### src/design/kfn_isqrt.sv
// bit-serial integer square root of a 64-bit value, one result bit a cycle
`default_nettype none

module kfn_isqrt (
  input  logic        clk,
  input  logic        rst,
  input  logic        start,
  input  logic [63:0] value,
  output logic        done,
  output logic [31:0] root
);

  logic [63:0] n;
  logic [63:0] r;
  logic [63:0] bitv;
  logic [4:0]  cnt;
  logic        busy;
  logic [63:0] trial;

  // candidate subtrahend for this bit
  assign trial = r + bitv;
  assign root = r[31:0];

  always_ff @(posedge clk) begin
    if (rst) begin
      busy <= 1'b0;
      done <= 1'b0;
      cnt <= '0;
    end else begin
      done <= 1'b0;
      if (start) begin
        busy <= 1'b1;
        cnt <= '0;
        n <= value;
        r <= '0;
        bitv <= 64'h4000_0000_0000_0000;
      end else if (busy) begin
        if (n >= trial) begin
          n <= n - trial;
          r <= (r >> 1) + bitv;
        end else begin
          r <= r >> 1;
        end
        bitv <= bitv >> 2;
        cnt <= cnt + 5'd1;
        if (cnt == 5'd31) begin
          busy <= 1'b0;
          done <= 1'b1;
        end
      end
    end
  end

endmodule

`default_nettype wire

### config.mk
export PLATFORM = sky130hd
export DESIGN_NAME = kfn_isqrt
export DESIGN_NICKNAME = d
export VERILOG_FILES = /design/src/design/kfn_isqrt.sv
export SDC_FILE = /design/constraint.sdc
export NUM_CORES = 1
export LEC_CHECK = 0
export BUFFER_PORTS_ARGS = -buffer_cell sky130_fd_sc_hd__buf_4
export CAP_MARGIN = 20
export CORE_MARGIN = 2
export CORE_UTILIZATION = 52
export DETAILED_ROUTE_END_ITERATION = 6
export GPL_TIMING_DRIVEN = 0
export PLACE_DENSITY = 0.77
export SLEW_MARGIN = 20
export SYNTH_ARGS = -nofsm -noshare
export SYNTH_HDL_FRONTEND = slang
export SYNTH_SLANG_ARGS = --single-unit
### constraint.sdc
create_clock -name clk -period 10.1 [get_ports clk]
set_input_delay 0.505 -clock clk [delete_from_list [all_inputs] [get_ports clk]]
set_output_delay 0.505 -clock clk [all_outputs]
set_load 0.1 [all_outputs]
==> run_results.csv, run 1 <==
group,metric,value,unit
run_status,status,"finished clean",
die,core_area,29400,um^2
synth,async_flop_share,0,%
placement,dp.cells,2264,
setup_path,cp_slowest_stage_delay,830,ps
synth,syn_inst,1772,
sta,rsz0062_at_grt,"no",
clocking,cts.htree.levels,4,
die,initial_core_util,52.41,%
final_layout,finalNonFillerCells,2296,
placement,numPortBuffers,99,
synth,syn-num-nets,1972,
global_routing,grt_first_pass_wirelength,71040,um
synth,ys_seq_elements,167,
pwr,total_power,3.515,mW
global_routing,grt_pass1_vias,13568,
sta,tns,0,ps
clocking,clkLatencyLatePin,460,ps
synth,synth.avg_cell_area,8.697,um^2
setup_path,cp-end-kind,"register",
sta,setup_viol,0,
global_routing,grt_start_max_net_pins,61,
global_routing,grt_usage,29.08,%
clocking,cts_tree,"built",
routing,via_count,14200,
clocking,postCtsSetupRepairBufs,0,
die,dieArea,31030,um^2
setup_path,path_delay_family,"compound AO/OA/AOI/OAI gates",
die,pin_count,100,
worst_hold_path,hold_class,"in2reg",
die,fp.dieW,176.2,um
synth,yosysUniqueCellTypes,79,
clocking,clk_path_buf_depth,2,
clocking,holdBufCountCts,0,
sta,skew,12.55,ps
synth,yosysSeqAreaShare,32.09,%
setup_path,cp-start-kind,"register",
sta,fin_crit,8281,ps
sta,slew_viol_final,0,
die,num_rows,63,
setup_path,worstPathBufferInverterCount,4,
placement,post-dp-hpwl,34590,um
routing,vias_per_cell,6.185,
clocking,clkSinkCount,167,
clocking,numCtsBuffers,17,
synth,synth.area.top_cells,"edfxtp_1 31%, ha_1 11%, nand2_1 5.3%",
setup_path,cpMaxStageDelayCell,"a211oi_1",
setup_path,path_class,"reg2reg",
sta,worstMarginPinSlew,1068,ps
setup_path,worstPathCellList,"ha_1 -> a31oi_1 -> o21bai_1 -> a211oi_1 -> o21ai_0 -> a21oi_1 -> a31oi_1 -> a31oi_1 -> o21bai_1 -> xnor2_1 -> ha_1 -> clkbuf_1 -> nand4_1 -> nand2b_1 -> or4_4 -> nor4b_1 -> or3_1 -> o221a_4 -> buf_6 -> buf_2 -> nor2_1 -> nor2_4 -> buf_12",
setup_path,crit_arrival,8440,ps
setup_path,cp_common_cell,"a31oi_1",
synth,synth_common_cells,"217 x nand2_1, 160 x edfxtp_1, 150 x nor2_1, 147 x o21ai_0, 132 x ha_1",
final_layout,drive_gt1_share,12.07,%
clocking,clkTransAtPathRegs,70,ps
clocking,cts_resized,0,
final_layout,fillerInstances,2638,
routing,wl_per_cell,19.76,um
routing,finalWirelength,45370,um
global_routing,antenna_found_initial,1,
clocking,root_buffer,"clkbuf_16",
sta,hold_violations,0,
synth,synth_most_common_cell,"nand2_1",
routing,dr.pass1.iters,7,
setup_path,worstPathMaxFanout,28,
synth,yosysTopAreaCell,"edfxtp_1",
global_routing,overflow,0,
routing,antenna_left,0,
sta,period_share,81.99,%
sta,fmax,0.1208,GHz
sta,slew-limit-headroom,28.79,%
final_layout,fin_util,58.87,%
placement,place_congestion,0.9681,
job,cap_viol_max_count,0,
pwr,cellPowerDensity,203.1,nW/um^2
synth,synth-edff-count,160,
synth,yosysTopAreaCellShare,31.18,%
pwr,p_leak,6.668,nW
synth,netlist_area,15410,um^2
die,die_h,176.2,um
final_layout,insertedDiodeCount,0,
final_layout,area_growth,12.32,%
synth,ys.flop_type,"edfxtp_1",
synth,ys_warn_count,0,
setup_path,required,10260,ps
routing,drt_iter0_drc,1495,
pwr,max-vdd-ir-drop,0.1460,mV
routing,drc,0,
final_layout,fin_nets,2093,
worst reg2reg max path: stages (launching register included):
cell	delay [ps]
edfxtp_1	490
ha_1	380
a31oi_1	250
o21bai_1	200
a211oi_1	830
o21ai_0	570
a21oi_1	410
a31oi_1	260
a31oi_1	430
o21bai_1	170
xnor2_1	170
ha_1	280
clkbuf_1	280
nand4_1	170
nand2b_1	240
or4_4	480
nor4b_1	420
or3_1	200
o221a_4	250
buf_6	180
buf_2	300
nor2_1	120
nor2_4	600
buf_12	290
path summary, 6_finish.rpt:
check	from	to	slack, ps	depth (start not counted)
max	r[2]	n[17]	1820	23
min	value[25]	n[25]	320	3
max reg2reg	r[2]	n[17]	1820	23
min reg2reg	cnt[4]	cnt[4]	510	2
power breakdown:
part	internal (mW)	switching, mW	leakage, nW	total (mW)
combinational	0.698	1.17	4.79	1.86
sequential	0.896	0.0873	1.60	0.983
clock	0.365	0.305	0.279	0.670
sequential cells by signal, indices dropped and copies added, names as in the netlist:
register	flops
cnt	5
done	1
r	64
busy	1
bitv	32
n	64
per-stage QoR:
step	setup slack [ps]	hold WS [ps]	cell area, um^2
after global placement	-1252	485.2	16640
after global routing	1432	325.8	17310
final	1819	323.0	17310
after floorplan	1950	467.2	15410
after detailed placement	2096	508.5	16730
after CTS	2029	312.5	17310
cell type report:
type / count / area, um^2 / area share, %
Multi-Input combinational cell: 1483 / 9848 / 56.90
Timing Repair Buffer: 102 / 818.3 / 4.727
Buffer: 98 / 535.5 / 3.094
Sequential cell: 167 / 4945 / 28.57
Inverter: 24 / 95.09 / 0.5494
Clock buffer: 17 / 425.4 / 2.458
Tap cell: 390 / 488.0 / 2.819
Clock inverter: 15 / 153.9 / 0.8891
cells by family after synthesis:
group                    Yosys count  share of synthesized area [%]
adder cells (fa/ha/maj)          133                          10.85
XOR/XNOR                         174                          9.889
multiplexers                      21                          1.388
flip-flops                       167                          32.09
AO/OA/AOI/OAI                    540                          22.74
buffers and inverters            122                          4.059
AND/OR/NAND/NOR                  615                          18.99
per-layer routing:
| metal | share of wire [%] | up-vias | track usage (%) |
|---|---|---|---|
| li1 | - | 6782 | - |
| met1 | 44 | 6705 | 39.80 |
| met2 | 45 | 621 | 46.39 |
| met3 | 8.4 | 92 | 5.082 |
| met4 | 2.7 | 0 | 10.30 |
| met5 | 0 | - | 0 |
cell usage in the layout, fill, tap and decap left out, drive strengths merged, types with 13 or more instances in the layout:
cell type	count
nor2	150
mux2i	18
a31o	16
nand4	44
clkbuf	67
a31oi	52
xnor2	87
nor3	20
buf	150
a21o	47
ha	132
nand3	31
nand2	217
a21oi	117
inv	25
nand2b	13
o21bai	29
nor2b	56
o21a	13
and2	22
and3	17
o211ai	13
a211oi	23
xor2	87
edfxtp	160
o21ai	153
Power figures use the tool's default switching activity.
==> inputs of run 2 (changes only) <==
Clock period 10.1 ns to 7.7 ns, I/O delays scaled along.
==> run 2 against run 1 <==
Clock power grew 49%. Critical path type unchanged. Global-route usage shrank 0.49 points. Flip-flop and latch count is the same. Critical endpoint is now n[20]. Combinational power grew 32%. Sequential power grew 31%.
==> run_results.csv, run 2 (synthesis gave the netlist of run 1 again) <==
group,metric,value,unit
global_routing,grt_usage,28.60,%
sta,worstMarginPinSlew,1168,ps
sta,skew,15.01,ps
sta,setup_viol,0,
pwr,switching_share,42.91,%
pwr,clkPwrFrac,21.1,%
setup_path,cp-end-kind,"register",
setup_path,r2r-end,"n[20]",
sta,setup_ws,316.5,ps
setup_path,path_delay_family,"compound AO/OA/AOI/OAI gates",
placement,numPortBuffers,99,
pwr,p_leak,6.756,nW
clocking,clk_path_buf_depth,2,
setup_path,worstReg2RegStart,"r[22]",
pwr,p_seq_share,27.2,%
setup_path,critPathLaunch,"r[22]",
setup_path,worstSetupEndpoint,"n[20]",
clocking,holdBufCountCts,0,
clocking,cts.htree.levels,4,
setup_path,cp_slowest_stage_delay,690,ps
setup_path,worstPathMaxFanout,22,
global_routing,grt_pass1_vias,13420,
sta,fmax,0.1354,GHz
sta,rsz0062_at_grt,"no",
clocking,cts_tree,"built",
die,num_rows,63,
final_layout,insertedDiodeCount,0,
routing,via_count,14391,
global_routing,antenna_found_initial,1,
routing,vias_per_cell,6.249,
setup_path,crit_arrival,7580,ps
sta,slew_viol_final,0,
die,core_area,29400,um^2
job,cap_viol_max_count,0,
die,pin_count,100,
setup_path,required,7890,ps
clocking,clkLatencyLatePin,460,ps
die,die_h,176.2,um
global_routing,overflow,0,
sta,hold_violations,0,
routing,wl_per_cell,19.60,um
die,initial_core_util,52.41,%
placement,place_congestion,0.9955,
worst_hold_path,hold_class,"in2reg",
clocking,clkTransAtPathRegs,70,ps
setup_path,rr_worst_depth,25,
final_layout,top_regs,"n: 64 flops, r: 64 flops, bitv: 32 flops",
final_layout,drive_gt1_share,12.60,%
pwr,max-vdd-ir-drop,0.1824,mV
clocking,numCtsBuffers,17,
placement,place_ws,-97.74,ps
pwr,cellPowerDensity,271.2,nW/um^2
pwr,switching_power,2.033,mW
pwr,combPwrFrac,51.7,%
setup_path,cp-start-kind,"register",
sta,slew-limit-headroom,20.11,%
routing,finalWirelength,45150,um
run_status,status,"finished clean",
pwr,intPower,2.705,mW
routing,dr.pass1.iters,6,
setup_path,worstPathBufferInverterCount,5,
die,dieArea,31030,um^2
setup_path,rrSetupSlack,320,ps
global_routing,grt_start_max_net_pins,50,
final_layout,final_common_cell,"nand2_1",
final_layout,fin_nets,2101,
sta,period_share,95.89,%
routing,antenna_left,0,
die,fp.dieW,176.2,um
final_layout,area_growth,13.35,%
setup_path,cpMaxStageDelayCell,"nor3_1",
placement,post-dp-hpwl,34330,um
routing,drc,0,
clocking,root_buffer,"clkbuf_16",
final_layout,fin_util,59.41,%
clocking,clkSinkCount,167,
sta,fin_crit,7384,ps
global_routing,grt_first_pass_wirelength,70170,um
final_layout,fillerInstances,2584,
setup_path,cp.depth,25,
final_layout,layout_common_cells,"217 x nand2_1, 160 x edfxtp_1, 149 x nor2_1",
setup_path,path_class,"reg2reg",
routing,drt_iter0_drc,1510,
-- run 2: worst min-delay path by stage --
stage          startpoint  endpoint  slack, ps  depth (start not counted)
5_1_grt         value[39]     n[39]        220                          3
2_1_floorplan      cnt[4]    cnt[4]        470                          2
3_5_place_dp       cnt[4]    cnt[4]        500                          2
6_report         value[8]      n[8]        200                          3
4_1_cts         value[26]     n[26]        200                          3
3_3_place_gp       cnt[4]    cnt[4]        490                          2
-- run 2: final cells by class --
class                   instances  area [um^2]  share of cell area [%]
repair buffers                110        883.3                   5.057
clock inverters                13        229.0                   1.311
clock buffers                  18        429.2                   2.457
inverters                      24        95.09                  0.5444
plain buffers                  98        535.5                   3.066
flip-flops and latches        167         4945                   28.31
multi-input cells            1483         9863                   56.46
well taps                     390        488.0                   2.793
-- run 2: layer usage --
metal  part of all wire, %  global-route usage (%)  vias up  wire (um)
met3                   8.2                   4.113       93       3715
li1                      -                       -     6824          -
met5                     0                       0        -          0
met1                    44                   39.73     6753      19890
met2                    45                   46.23      721      20340
met4                   2.7                   8.747        0       1201
-- run 2: tightest hold or removal path: stages --
cell,delay (ps)
buf_4,80
nand2_1,40
o21ai_0,50
-- run 2: power groups by stage --
stage               Combinational [mW]  Sequential (mW)  Clock, mW
floorplan                         1.82             1.26          0
global placement                  2.31             1.31          0
detailed placement                2.37             1.30          0
CTS                               2.39             1.29      0.997
global route                      2.66             1.30       1.03
finish                            2.45             1.29      0.998
-- run 2: metrics by stage --
step / TNS, ps / hold WS, ps / area (um^2) / cells / power (mW)
after floorplan: 0 / 467.2 / 15410 / 1772 / 3.080
after global placement: -128440 / 487.3 / 16640 / 2261 / 3.620
after detailed placement: -4394 / 496.5 / 16720 / 2264 / 3.670
after CTS: 0 / 202.9 / 17390 / 2295 / 4.669
after global routing: 0 / 221.5 / 17470 / 2303 / 4.993
final: 0 / 201.7 / 17470 / 2303 / 4.738
-- run 2: repair_timing --
action	in CTS	in global routing
setup endpoints to repair	49	64
resized for setup	2	2
gates cloned	0	0
buffers inserted	0	8
pin swaps	0	1
